## src/hbs_pkg.sv

```systemverilog
// ============================================================================
// hbs_pkg - shared types and constants for the heightmap bilinear sampler
// Field widths, transaction codes and the control bundles passed between the
// coordinate front end, the height store and the interpolator.
// ============================================================================
package hbs_pkg;

   // default parameter values
   localparam int GRID_MAX_DEF     = 128;
   localparam int HEIGHT_WIDTH_DEF = 16;

   // fixed field widths
   localparam int CELLS_W    = 8;
   localparam int HALF_W     = 23;
   localparam int INV_W      = 32;
   localparam int IDX_W      = 15;
   localparam int HV_W       = 16;
   localparam int POS_W      = 24;
   localparam int OUT_W      = 16;
   localparam int CSR_IDX_W  = 2;
   localparam int CSR_DATA_W = 32;

   // grid coordinate: (pos * inv_cell) >> SCALE_SHIFT keeps FRAC_BITS of fraction
   localparam int FRAC_BITS   = 12;
   localparam int SCALE_SHIFT = 20;

   typedef enum logic {
      FUNC_WRITE = 1'b0,
      FUNC_QUERY = 1'b1
   } func_type;

   typedef enum logic [CSR_IDX_W-1:0] {
      CSR_GRID_CELLS = 2'd0,
      CSR_HALF_SIZE  = 2'd1,
      CSR_INV_CELL   = 2'd2
   } csr_index_type;

   // corner read order; bit 0 selects the next column, bit 1 the next row
   typedef enum logic [1:0] {
      CORNER_00 = 2'd0,
      CORNER_10 = 2'd1,
      CORNER_01 = 2'd2,
      CORNER_11 = 2'd3
   } corner_type;

   typedef struct packed {
      logic valid;
      logic is_write;
      logic wr_ok;
      logic empty;
   } hbs_ctl_type;

   typedef struct packed {
      logic       valid;
      corner_type corner;
      logic       empty;
   } hbs_tag_type;

endpackage

```

## src/hbs_lerp.sv

```systemverilog
// ============================================================================
// hbs_lerp - bilinear interpolator
// Consumes corner heights as they stream from the store and forms
// a = lerp(h00,h10,tx), b = lerp(h01,h11,tx), result = lerp(a,b,tz).
// ============================================================================
module hbs_lerp import hbs_pkg::*; #(
   parameter int HEIGHT_WIDTH = HEIGHT_WIDTH_DEF
) (
   input  logic                    clock,
   input  logic                    reset,
   input  hbs_tag_type             rd_tag,
   input  logic [HEIGHT_WIDTH-1:0] rd_data,
   input  logic [FRAC_BITS:0]      rd_tx,
   input  logic [FRAC_BITS:0]      rd_tz,
   output logic                    rsp_strobe,
   output logic signed [OUT_W-1:0] rsp_height
);

   localparam int TX_W = FRAC_BITS + 1;
   localparam int D_W  = HEIGHT_WIDTH + 1;
   localparam int LP_W = HEIGHT_WIDTH + TX_W + 2;

   logic signed [HEIGHT_WIDTH-1:0] q;
   logic signed [HEIGHT_WIDTH-1:0] h00_ff, h01_ff, a_ff, a2_ff, a3_ff, b_ff;
   logic signed [LP_W-1:0]         pa_ff, pb_ff, pr_ff;
   logic [TX_W-1:0]                tz_pb_ff, tz2_ff;
   logic                           empty_pb_ff, empty2_ff, empty3_ff;
   logic                           pb_v_ff, b_v_ff, r_v_ff, rsp_strobe_ff;
   logic [OUT_W-1:0]               rsp_height_ff;

   logic signed [D_W-1:0]          diff_lo, diff_hi, diff_r;
   logic signed [TX_W:0]           tx_s, tz_s;
   logic signed [LP_W-1:0]         pa_in, pb_in, pr_in;
   logic signed [LP_W-1:0]         a_sum, b_sum, r_sum;

   assign q       = $signed(rd_data);
   assign tx_s    = $signed({1'b0, rd_tx});
   assign tz_s    = $signed({1'b0, tz2_ff});
   assign diff_lo = D_W'(q) - D_W'(h00_ff);
   assign diff_hi = D_W'(q) - D_W'(h01_ff);
   assign diff_r  = D_W'(b_ff) - D_W'(a2_ff);
   assign pa_in   = LP_W'(diff_lo) * LP_W'(tx_s);
   assign pb_in   = LP_W'(diff_hi) * LP_W'(tx_s);
   assign pr_in   = LP_W'(diff_r) * LP_W'(tz_s);

   // arithmetic shift gives the floor of the weighted difference
   assign a_sum = LP_W'(h00_ff) + (pa_ff >>> FRAC_BITS);
   assign b_sum = LP_W'(h01_ff) + (pb_ff >>> FRAC_BITS);
   assign r_sum = LP_W'(a3_ff) + (pr_ff >>> FRAC_BITS);

   always_ff @(posedge clock) begin
      if (reset) begin
         pb_v_ff       <= 1'b0;
         b_v_ff        <= 1'b0;
         r_v_ff        <= 1'b0;
         rsp_strobe_ff <= 1'b0;
      end else begin
         pb_v_ff       <= rd_tag.valid & (rd_tag.corner == CORNER_11);
         b_v_ff        <= pb_v_ff;
         r_v_ff        <= b_v_ff;
         rsp_strobe_ff <= r_v_ff;
      end
   end

   // a_ff and h01_ff hold until the next query's third corner
   always_ff @(posedge clock) begin
      if (rd_tag.valid) begin
         case (rd_tag.corner)
            CORNER_00: h00_ff <= q;
            CORNER_10: pa_ff <= pa_in;
            CORNER_01: begin
               h01_ff <= q;
               a_ff   <= a_sum[HEIGHT_WIDTH-1:0];
            end
            CORNER_11: begin
               pb_ff       <= pb_in;
               tz_pb_ff    <= rd_tz;
               empty_pb_ff <= rd_tag.empty;
            end
            default: ;
         endcase
      end
      b_ff          <= b_sum[HEIGHT_WIDTH-1:0];
      a2_ff         <= a_ff;
      tz2_ff        <= tz_pb_ff;
      empty2_ff     <= empty_pb_ff;
      pr_ff         <= pr_in;
      a3_ff         <= a2_ff;
      empty3_ff     <= empty2_ff;
      rsp_height_ff <= empty3_ff ? '0 : OUT_W'(r_sum[HEIGHT_WIDTH-1:0]);
   end

   assign rsp_strobe = rsp_strobe_ff;
   assign rsp_height = $signed(rsp_height_ff);

endmodule
```

## config.mk

```make
export PLATFORM = sky130hd
export DESIGN_NAME = hbs_lerp
export DESIGN_NICKNAME = d
export VERILOG_FILES = /design/src/hbs_pkg.sv /design/src/hbs_lerp.sv
export SDC_FILE = /design/constraint.sdc
export NUM_CORES = 2
export LEC_CHECK = 0
export BUFFER_PORTS_ARGS = -buffer_cell sky130_fd_sc_hd__buf_2
export CORE_UTILIZATION = 25
export CTS_CLUSTER_DIAMETER = 150
export DETAILED_ROUTE_END_ITERATION = 10
export PLACE_DENSITY = 0.41
export SETUP_SLACK_MARGIN = 0.02
export SYNTH_ARGS = -nofsm -noshare
export SYNTH_HDL_FRONTEND = slang
export SYNTH_SLANG_ARGS = --single-unit
export TNS_END_PERCENT = 1
```

## constraint.sdc

```tcl
create_clock -name clock -period 15 [get_ports clock]
set_input_delay 1.5 -clock clock [delete_from_list [all_inputs] [get_ports clock]]
set_output_delay 1.5 -clock clock [all_outputs]
set_load 0.01 [all_outputs]
```

==> impl_results.md <==
* Status: finished, final reports clean
* Slew Limit Fails at 0
* Clock sink count at 193
* Number of remaining DRC errors at 0
* CP dominant cell by count: fa_1
* H-tree levels at 4
* Clock skew at 17.9 ps
* Number of synthesized flops with an enable pin at 94
* CP max stage delay at 800 ps
* Critical path type: input pin to flop
* Hold Path Class: flop to flop
* Post-Synth XOR/XNOR Area at just over 4%
* Initial DRC count at around 800
* GRT Total Usage at 14.1%
* Synthesis Warnings at 0
* Global placement routability congestion at roughly 0.8
* Tightest Pin Transition at 1120 ps
* Compound-cell area share of the yosys netlist at 5.10%
* Vias in the first global route at 23205
* Fraction of the mapped netlist area in simple logic gates at 15.6%
* Bufs on Longest Clock Path at 2
* Cell with the most instances after synthesis: inv_1
* Share of the synthesized area in the top cell type at a little under two fifths
* Final hold violations at 0
* Clock transition at path regs at approximately 90 ps
* Critical Path RT at 15270 ps
* Syn Inst Count at 3321
* Pre-antenna DRT Iters at 4
* Dominant cell type by area after synthesis: fa_1
* Die H at between 300 and 400 um
* Largest family of logic cells by synthesized area: adder cells
* First-pass GRT wire length at roughly 140000 um
* Crit start category: input pin
* Top cells by count, synth: inv_1, fa_1, nand2_1
* Worst skew pair latency at 500 ps
* Max Clock Freq at 102 MHz
* Max cap viols at 0
* Area grow syn2layout at 9.42%
* GRT overflow at 0
* Root buf cell: clkbuf_16
* Final setup viols at 0
* Unique masters post-synth at 69
* Via count at around 21000
* Critical Path Fanout Max at 12
* Final WL at about 86000 um
* Post-synthesis mux area share at 0.0995%
* Syn Area/Cell at roughly 9.5 um^2
* Post-synthesis sequential area ratio at 15.3%
* Synth Cell Area at 31400 um^2
* # Post-CTS Setup Buffers at 0
* CP max stage cell: a21oi_1
* Synth Register Bits at 193
* Avg WL per Cell at 17.2 um
* Worst rel slew slack at 25.3%
* CTS tree: yes
* CP arrival at 10070 ps
* Resize count post-CTS at 0
* Core Area at 124000 um^2
* FP Rows at 129
* Die Width at around 360 um
* Diode count at 0
* RSZ-0062 raised after global routing: false
* Tmin final at approximately 9800 ps
* Post-synth ARST share at 0%
* Layout cell share with drive strength beyond 1 at 4.93%
* Half-perimeter wire length after placement at 67700 um
* Post-Synth Adder-Cell Area at 49.3%
* Num CTS Buffers at 17
* Port Buf Inserts at between 60 and 70
* Syn Nets at 4254
* Die area at between 100000 and 150000 um^2
* Fraction of the cycle the final worst path needs at 65.4%
* Avg Vias per Cell at 4.22
* IO Pins at 65
* Final setup TNS at 0 ps
* Crit path capture type: flop
* Top cells by area, synth: fa_1, ha_1, inv_1, edfxtp_1, dfxtp_1
* Ys flop type: dfxtp_1
* Initial antenna violation count at 6
* Initial Utilization at between 20% and 30%
* Pin count of the biggest net entering global routing at 35
* Hold buffer count at cts at 0
* Nets@finish at 4265
* Routed Antenna Nets at 0
[layer usage]
metal	part of all wire, %	track usage (%)
met5	0.016	0
met4	1.4	2.79
met3	1.7	1.40
met2	51	25.6
met1	46	18.1
[logic make-up after synthesis]
| group | Yosys count |
|---|---|
| XOR/XNOR | 146 |
| AO/OA/AOI/OAI | 239 |
| AND/OR/NAND/NOR | 980 |
| multiplexers | 3 |
| buffers and inverters | 875 |
| adder cells (fa/ha/maj) | 885 |
| flip-flops | 193 |
[state kept, by name, indices dropped and copies added, names as in the netlist]
signal / flops
a3_ff: 16
pr_ff: 16
h01_ff: 16
pa_ff: 16
a_ff: 16
pb_ff: 16
empty_pb_ff: 1
b_ff: 16
r_v_ff: 1
b_v_ff: 1
tz2_ff: 13
a2_ff: 16
rsp_height: 16
rsp_strobe: 1
pb_v_ff: 1
tz_pb_ff: 13
empty3_ff: 1
empty2_ff: 1
h00_ff: 16
[per-stage QoR]
step	hold slack (ps)	utilization, %	worst slack [ps]	area, um^2	cells
global route	346	27.7	4580	34400	4982
CTS	332	27.7	5160	34400	4982
detailed placement	312	27.2	4600	33800	4950
finish	332	27.7	5200	34400	4982
floorplan	310	-	5890	31400	3321
global placement	323	27.2	4720	33800	4950
[area by class of cell]
type,instances,area [um^2]
Clock buffer,20,468
Clock inverter,12,136
Fill cell,13300,89900
Inverter,763,2860
Multi-Input combinational cell,2253,23500
Sequential cell,193,4800
Tap cell,1637,2050
Timing Repair Buffer,104,621
[critical path, delay by kind of cell]
kind	cells	cell delay [ps]
compound gates	10	3160
xor+xnor	3	420
fa+ha+maj	9	3780
buf+inv	6	610
simple gates	3	570
[cell usage in the layout, fill, tap and decap left out, drive strengths merged, types with 5 or more instances in the layout]
cell type  count
buf          104
clkbuf        20
inv          770
nor3          45
a21oi         68
nor2b         81
a21boi         9
ha           294
and2         268
nand2        359
nor2         107
or3           11
xor2          29
nand4          6
nand2b        34
a311oi         5
o31ai          5
a211oi         7
a21o          16
clkinv         5
o41ai          7
o21a          19
edfxtp        94
xnor2        116
o21ai         54
nand3         30
o21bai         7
and3          19
dfxtp         99
fa           591
nor4           5
[worst paths after layout]
check                  start        end  slack (ps)  cells past startpoint
hold / removal     empty2_ff  empty3_ff         330                      0
setup reg to reg   h00_ff[2]  pa_ff[27]        5960                     29
setup / recovery  rd_data[0]  pa_ff[27]        5200                     31
hold reg to reg    empty2_ff  empty3_ff         330                      0
Power is not shown: default switching activity piles up to over one toggle a cycle in this logic, so the estimate is an artifact.
