File: config.mk
export PLATFORM = sky130hd
export DESIGN_NAME = hbs_coord
export DESIGN_NICKNAME = d
export VERILOG_FILES = /design/src/hbs_pkg.sv /design/src/hbs_coord.sv
export SDC_FILE = /design/constraint.sdc
export NUM_CORES = 2
export LEC_CHECK = 0
export BUFFER_PORTS_ARGS = -buffer_cell sky130_fd_sc_hd__buf_4
export CAP_MARGIN = 20
export CORE_UTILIZATION = 62
export CTS_CLUSTER_DIAMETER = 80
export DETAILED_ROUTE_END_ITERATION = 12
export GPL_TIMING_DRIVEN = 0
export PLACE_DENSITY_LB_ADDON = 0.25
export SETUP_SLACK_MARGIN = 0.4
export SYNTH_ARGS = -nofsm -noshare
export SYNTH_HDL_FRONTEND = slang
export SYNTH_SLANG_ARGS = --single-unit
File: constraint.sdc
create_clock -name clock -period 19.21 [get_ports clock]
set_input_delay 1.921 -clock clock [delete_from_list [all_inputs] [get_ports clock]]
set_output_delay 1.921 -clock clock [all_outputs]
set_load 0.02 [all_outputs]
File: src/hbs_pkg.sv
// ============================================================================
// hbs_pkg - shared types and constants for the heightmap bilinear sampler
// Field widths, transaction codes and the control bundles passed between the
// coordinate front end, the height store and the interpolator.
// ============================================================================
package hbs_pkg;

   // default parameter values
   localparam int GRID_MAX_DEF     = 128;
   localparam int HEIGHT_WIDTH_DEF = 16;

   // fixed field widths
   localparam int CELLS_W    = 8;
   localparam int HALF_W     = 23;
   localparam int INV_W      = 32;
   localparam int IDX_W      = 15;
   localparam int HV_W       = 16;
   localparam int POS_W      = 24;
   localparam int OUT_W      = 16;
   localparam int CSR_IDX_W  = 2;
   localparam int CSR_DATA_W = 32;

   // grid coordinate: (pos * inv_cell) >> SCALE_SHIFT keeps FRAC_BITS of fraction
   localparam int FRAC_BITS   = 12;
   localparam int SCALE_SHIFT = 20;

   typedef enum logic {
      FUNC_WRITE = 1'b0,
      FUNC_QUERY = 1'b1
   } func_type;

   typedef enum logic [CSR_IDX_W-1:0] {
      CSR_GRID_CELLS = 2'd0,
      CSR_HALF_SIZE  = 2'd1,
      CSR_INV_CELL   = 2'd2
   } csr_index_type;

   // corner read order; bit 0 selects the next column, bit 1 the next row
   typedef enum logic [1:0] {
      CORNER_00 = 2'd0,
      CORNER_10 = 2'd1,
      CORNER_01 = 2'd2,
      CORNER_11 = 2'd3
   } corner_type;

   typedef struct packed {
      logic valid;
      logic is_write;
      logic wr_ok;
      logic empty;
   } hbs_ctl_type;

   typedef struct packed {
      logic       valid;
      corner_type corner;
      logic       empty;
   } hbs_tag_type;

endpackage

File: src/hbs_coord.sv
// ============================================================================
// hbs_coord - coordinate front end
// Four-stage pipeline: offset and clamp, scale multiply, cell/fraction split,
// row-major base address. Stalls back from the height store.
// ============================================================================
module hbs_coord import hbs_pkg::*; #(
   parameter int GRID_MAX     = GRID_MAX_DEF,
   parameter int HEIGHT_WIDTH = HEIGHT_WIDTH_DEF
) (
   input  logic                          clock,
   input  logic                          reset,
   input  logic                          start,
   output logic                          busy,
   input  logic                          req_func,
   input  logic [IDX_W-1:0]              req_sample_index,
   input  logic signed [HV_W-1:0]        req_height_value,
   input  logic signed [POS_W-1:0]       req_pos_x,
   input  logic signed [POS_W-1:0]       req_pos_z,
   input  logic [CELLS_W-1:0]            grid_cells,
   input  logic [HALF_W-1:0]             half_size,
   input  logic [INV_W-1:0]              inv_cell,
   input  logic                          item_ready,
   output hbs_ctl_type                   item_ctl,
   output logic [$clog2((GRID_MAX+1)*(GRID_MAX+1))-1:0] item_addr,
   output logic [HEIGHT_WIDTH-1:0]       item_wdata,
   output logic [$clog2(GRID_MAX+2)-1:0] item_step,
   output logic [FRAC_BITS:0]            item_tx,
   output logic [FRAC_BITS:0]            item_tz
);

   localparam int DEPTH     = (GRID_MAX + 1) * (GRID_MAX + 1);
   localparam int ADDR_W    = $clog2(DEPTH);
   localparam int N_W       = $clog2(GRID_MAX + 1);
   localparam int V_W       = $clog2(GRID_MAX + 2);
   localparam int P_W       = POS_W + 1;
   localparam int PROD_W    = POS_W + INV_W;
   localparam int GFULL_W   = PROD_W - SCALE_SHIFT;
   localparam int G_W       = N_W + FRAC_BITS;
   localparam int TX_W      = FRAC_BITS + 1;
   localparam int SPLIT_W   = N_W + TX_W;

   // clamp to [0, n], then split into cell index (max n-1) and fraction (0..4096)
   function automatic logic [SPLIT_W-1:0] split_coord(input logic [PROD_W-1:0] prod,
                                                      input logic [N_W-1:0]    n);
      logic [GFULL_W-1:0] g;
      logic [G_W-1:0]     lim;
      logic [G_W-1:0]     gc;
      logic [N_W-1:0]     top;
      logic [N_W-1:0]     cell_idx;
      logic [G_W-1:0]     frac;
      g        = prod[PROD_W-1:SCALE_SHIFT];
      lim      = {n, {FRAC_BITS{1'b0}}};
      gc       = (g > GFULL_W'(lim)) ? lim : G_W'(g);
      top      = n - N_W'(1);
      cell_idx = (gc[G_W-1:FRAC_BITS] > top) ? top : gc[G_W-1:FRAC_BITS];
      frac     = gc - {cell_idx, {FRAC_BITS{1'b0}}};
      return {cell_idx, frac[TX_W-1:0]};
   endfunction

   hbs_ctl_type s1_ctl_ff, s2_ctl_ff, s3_ctl_ff, s4_ctl_ff;
   logic adv1, adv2, adv3, adv4;
   logic accept;

   logic [ADDR_W-1:0]       s1_addr_ff, s2_addr_ff, s3_addr_ff, s4_addr_ff;
   logic [HEIGHT_WIDTH-1:0] s1_wdata_ff, s2_wdata_ff, s3_wdata_ff, s4_wdata_ff;
   logic [POS_W-1:0]        s1_px_ff, s1_pz_ff;
   logic [N_W-1:0]          s1_n_ff, s2_n_ff;
   logic [PROD_W-1:0]       s2_prod_x_ff, s2_prod_z_ff;
   logic [N_W-1:0]          s3_i0_ff, s3_j0_ff;
   logic [TX_W-1:0]         s3_tx_ff, s3_tz_ff, s4_tx_ff, s4_tz_ff;
   logic [V_W-1:0]          s3_step_ff, s4_step_ff;

   logic signed [P_W-1:0]   px_sum, pz_sum;
   logic [POS_W-1:0]        px_pos, pz_pos;
   logic [N_W-1:0]          n_in;
   hbs_ctl_type             s1_ctl_in;
   logic [SPLIT_W-1:0]      split_x, split_z;
   logic [ADDR_W-1:0]       base_addr;

   // stage k takes new contents when it is empty or its contents move on
   assign adv4   = ~s4_ctl_ff.valid | item_ready;
   assign adv3   = ~s3_ctl_ff.valid | adv4;
   assign adv2   = ~s2_ctl_ff.valid | adv3;
   assign adv1   = ~s1_ctl_ff.valid | adv2;
   assign busy   = ~adv1;
   assign accept = start & adv1;

   assign px_sum = P_W'(req_pos_x) + $signed(P_W'(half_size));
   assign pz_sum = P_W'(req_pos_z) + $signed(P_W'(half_size));
   assign px_pos = (~px_sum[P_W-1] && (px_sum != '0)) ? px_sum[POS_W-1:0] : '0;
   assign pz_pos = (~pz_sum[P_W-1] && (pz_sum != '0)) ? pz_sum[POS_W-1:0] : '0;

   assign n_in = (32'(grid_cells) > 32'(GRID_MAX)) ? N_W'(GRID_MAX) : N_W'(grid_cells);

   always_comb begin
      s1_ctl_in.valid    = accept;
      s1_ctl_in.is_write = (req_func == FUNC_WRITE);
      s1_ctl_in.wr_ok    = (32'(req_sample_index) < 32'(DEPTH));
      s1_ctl_in.empty    = (grid_cells == '0) | (inv_cell == '0);
   end

   assign split_x   = split_coord(s2_prod_x_ff, s2_n_ff);
   assign split_z   = split_coord(s2_prod_z_ff, s2_n_ff);
   assign base_addr = ADDR_W'(s3_j0_ff) * ADDR_W'(s3_step_ff) + ADDR_W'(s3_i0_ff);

   always_ff @(posedge clock) begin
      if (reset) begin
         s1_ctl_ff <= '0;
         s2_ctl_ff <= '0;
         s3_ctl_ff <= '0;
         s4_ctl_ff <= '0;
      end else begin
         if (adv1) s1_ctl_ff <= s1_ctl_in;
         if (adv2) s2_ctl_ff <= s1_ctl_ff;
         if (adv3) s3_ctl_ff <= s2_ctl_ff;
         if (adv4) s4_ctl_ff <= s3_ctl_ff;
      end
   end

   always_ff @(posedge clock) begin
      if (adv1) begin
         s1_addr_ff  <= ADDR_W'(req_sample_index);
         s1_wdata_ff <= HEIGHT_WIDTH'($unsigned(req_height_value));
         s1_px_ff    <= px_pos;
         s1_pz_ff    <= pz_pos;
         s1_n_ff     <= n_in;
      end
      if (adv2) begin
         s2_addr_ff   <= s1_addr_ff;
         s2_wdata_ff  <= s1_wdata_ff;
         s2_n_ff      <= s1_n_ff;
         s2_prod_x_ff <= PROD_W'(s1_px_ff) * PROD_W'(inv_cell);
         s2_prod_z_ff <= PROD_W'(s1_pz_ff) * PROD_W'(inv_cell);
      end
      if (adv3) begin
         s3_addr_ff  <= s2_addr_ff;
         s3_wdata_ff <= s2_wdata_ff;
         s3_i0_ff    <= split_x[SPLIT_W-1:TX_W];
         s3_tx_ff    <= split_x[TX_W-1:0];
         s3_j0_ff    <= split_z[SPLIT_W-1:TX_W];
         s3_tz_ff    <= split_z[TX_W-1:0];
         s3_step_ff  <= V_W'(s2_n_ff) + V_W'(1);
      end
      if (adv4) begin
         s4_addr_ff  <= s3_ctl_ff.is_write ? s3_addr_ff : base_addr;
         s4_wdata_ff <= s3_wdata_ff;
         s4_tx_ff    <= s3_tx_ff;
         s4_tz_ff    <= s3_tz_ff;
         s4_step_ff  <= s3_step_ff;
      end
   end

   assign item_ctl   = s4_ctl_ff;
   assign item_addr  = s4_addr_ff;
   assign item_wdata = s4_wdata_ff;
   assign item_step  = s4_step_ff;
   assign item_tx    = s4_tx_ff;
   assign item_tz    = s4_tz_ff;

endmodule

==> metrics.csv <==
metric,value,unit
most frequent cells in the layout,"inv_1 (1500), fa_1 (1359), nand2_1 (890)",
period utilization,56.3,%
# DRC,0,
First DRT Iteration DRCs,4689,
r2r worst-path depth,25,
"Setup violations, final",0,
"EDFF count, synth",344,
hold-fix buffers at CTS,0,
"flops & latches, synth",360,
Critical Path Sink Type,flop,
share of cells above drive strength 1,4.61,%
Reg-to-Reg End,s2_prod_x_ff[53],
CTS tree,built,
# Post-CTS Setup Buffers,0,
top cell type's share of synthesized area,41.9,%
initial antenna violation count,28,
Port Buf Inserts,215,
Fin Setup TNS,0,ns
outcome,"finished, final reports clean",
post-synthesis average cell area,9.79,µm²
WL final,207,mm
"most common cell after layout, fill and taps aside",inv_1,
HP Class,reg -> reg,
Pre-Repair DR Iteration Count,6,
"Seq/Total Area, Yosys",16.4,%
yosys warns,0,
"top cells by area, synth","fa_1 (42%), edfxtp_1 (16%), ha_1 (9.1%)",
Die X-Extent,326,µm
Starting Density,62.6,%
Placed Cells,8241,
Wirelength per Cell,24.8,µm
RePlAce Congestion,1.08,
Hold Crit Start,s1_wdata_ff[0],
# nets final,8880,
core box area,0.104,mm²
routed vias/inst,5.86,
Max transition margin,11.4,%
die area,0.106,mm²
"Data arrival, critical path",11.14,ns
final core occ,67.4,%
Reg2Reg Setup Slack,10.09,ns
post-CTS sizing,0,
vias in the first global route,51455,
FMAX,0.0924,GHz
crit path max fanout,12,
crit path kind,in -> reg,
# fillers,8245,
Final Max Slew Viols,0,
clk root buf,clkbuf_16,
Worst-path clk slew,0.06,ns
later-pin clock latency in the skew report,0.66,ns
clk buf depth,3,
first-pass GRT wire length,308,mm
All-Layer GR Usage,40.0,%
residual overflow from global routing,0,
routed vias,48902,
Synthesized Nets,8611,
r2r startpoint,s1_px_ff[3],
"Req. time, crit path",19.53,ns
Startpoint Class,primary input,
Post-DRT Antenna Nets,0,
post-DP HPWL,171,mm
largest net degree at the start of global routing,70,
Slew @ Worst Pin,1.33,ns
DIE HEIGHT,326,µm
area delta synth->final,7.64,%
ys async rst share,0,%
Worst Skew,0.0740,ns
cts bufs inserted,40,
Mapped Cells,6635,
Hold Path Depth,0,
CTS sink cnt,360,
Main synth FF type,edfxtp_1,
Cell variety after synth,73,
Final Instance Count excl. Fillers,8344,
CTS H-Tree Depth,2,
"area leader, netlist",fa_1,
Placed Area,0.0685,mm²
RSZ-0062 raised after global routing,false,
design area,0.0699,mm²
FP Rows,118,
Hold Fails Final Rpt,0,
Max Cap Violations,0,
WHS Endpoint,s2_wdata_ff[0],
Post-Syn Area,0.0649,mm²
num ports,217,
min cycle time layout,10.82,ns
-- synth_stat cells, types with 4 or more instances --
cell type,n
inv_1,1501
fa_1,1359
nand2_1,891
and2_1,813
ha_1,470
edfxtp_1,344
clkbuf_1,330
a21oi_1,140
nor2_1,127
xnor2_1,95
o21ai_0,65
a21o_1,63
xor2_1,45
nor2b_1,38
nand4_1,32
nand3_1,26
nor4_1,25
nand2b_1,21
o21a_1,21
dfxtp_1,16
nor3_1,16
o21ai_1,16
a31oi_1,13
mux2i_1,13
o21bai_1,13
and3_1,12
mux2_2,12
a211oi_1,9
buf_1,9
o31ai_1,8
a211o_1,7
o211ai_1,5
or3_1,5
a2111oi_0,4
a21boi_0,4
a221oi_1,4
and4_1,4
nand4b_1,4
o21ba_2,4
-- how the worst max path moves through the flow --
| stage | from | endpoint | slack (ns) | depth (start not counted) |
|---|---|---|---|---|
| 2_1_floorplan | inv_cell[19] | s2_prod_x_ff[53] | 10.62 | 26 |
| 3_3_place_gp | inv_cell[18] | s2_prod_z_ff[37] | 8.19 | 26 |
| 3_5_place_dp | inv_cell[19] | s2_prod_z_ff[37] | 8.18 | 26 |
| 4_1_cts | inv_cell[19] | s2_prod_z_ff[37] | 8.82 | 26 |
| 5_1_grt | inv_cell[19] | s2_prod_z_ff[37] | 8.41 | 26 |
| 6_report | inv_cell[19] | s2_prod_z_ff[37] | 8.39 | 26 |
-- critical path, stage by stage --
cell and delay, ns:
buf_4 0.15, clkbuf_1 0.80, clkbuf_1 1.02, nand2_1 0.19, fa_1 0.59, inv_1 0.05
fa_1 0.49, inv_1 0.07, fa_1 0.45, fa_1 0.54, inv_1 0.06, fa_1 0.48
fa_1 0.53, inv_1 0.05, fa_1 0.50, inv_1 0.06, ha_1 0.34, nand4_1 0.14
nor3_1 0.07, a221oi_1 0.28, o21ai_0 0.29, o211ai_2 0.48, nand2_1 0.19, a221oi_1 0.47
o221ai_1 0.22, xnor2_1 0.67
-- layout make-up --
class | count | area [µm²] | share of cell area (%)
plain buffers | 340 | 1280 | 1.83
well taps | 1380 | 1730 | 2.47
diodes | 30 | 75.1 | 0.107
repair buffers | 227 | 1850 | 2.64
inverters | 1502 | 5640 | 8.07
multi-input cells | 4433 | 47400 | 67.8
flip-flops and latches | 360 | 10700 | 15.2
clock inverters | 26 | 216 | 0.310
clock buffers | 46 | 1080 | 1.54
-- per-stage QoR --
stage / hold slack, ns / setup slack [ns]
floorplan: 0.400 / 10.62
global route: 0.379 / 8.41
finish: 0.374 / 8.39
detailed placement: 0.405 / 8.18
global placement: 0.402 / 8.19
CTS: 0.376 / 8.82
-- layer usage --
layer	routed length, µm	track usage, %
met1	71200	49.2
met2	92500	62.0
met3	25500	11.2
met4	17300	26.6
met5	319	0
-- sequential cells by signal (all words and copies together), names as in the netlist, 16 cells and up --
signal and cells:
s2_prod_z_ff 36, s1_pz_ff 24, s2_prod_x_ff 36, s3_wdata_ff 16, s1_wdata_ff 16, s2_wdata_ff 16, s1_px_ff 24, item_wdata 16
-- kinds of logic after synthesis --
logic type	share of synthesized area, %
xor gates and xnor gates	1.89
AOI/OAI and AO/OA	4.06
buffers and inverters	10.7
and+or+nand+nor	15.6
muxes	0.409
DFF	16.4
adders and majority gates	51.0
Power is not shown: default switching activity piles up to over one toggle a cycle in this logic, so the estimate is an artifact.
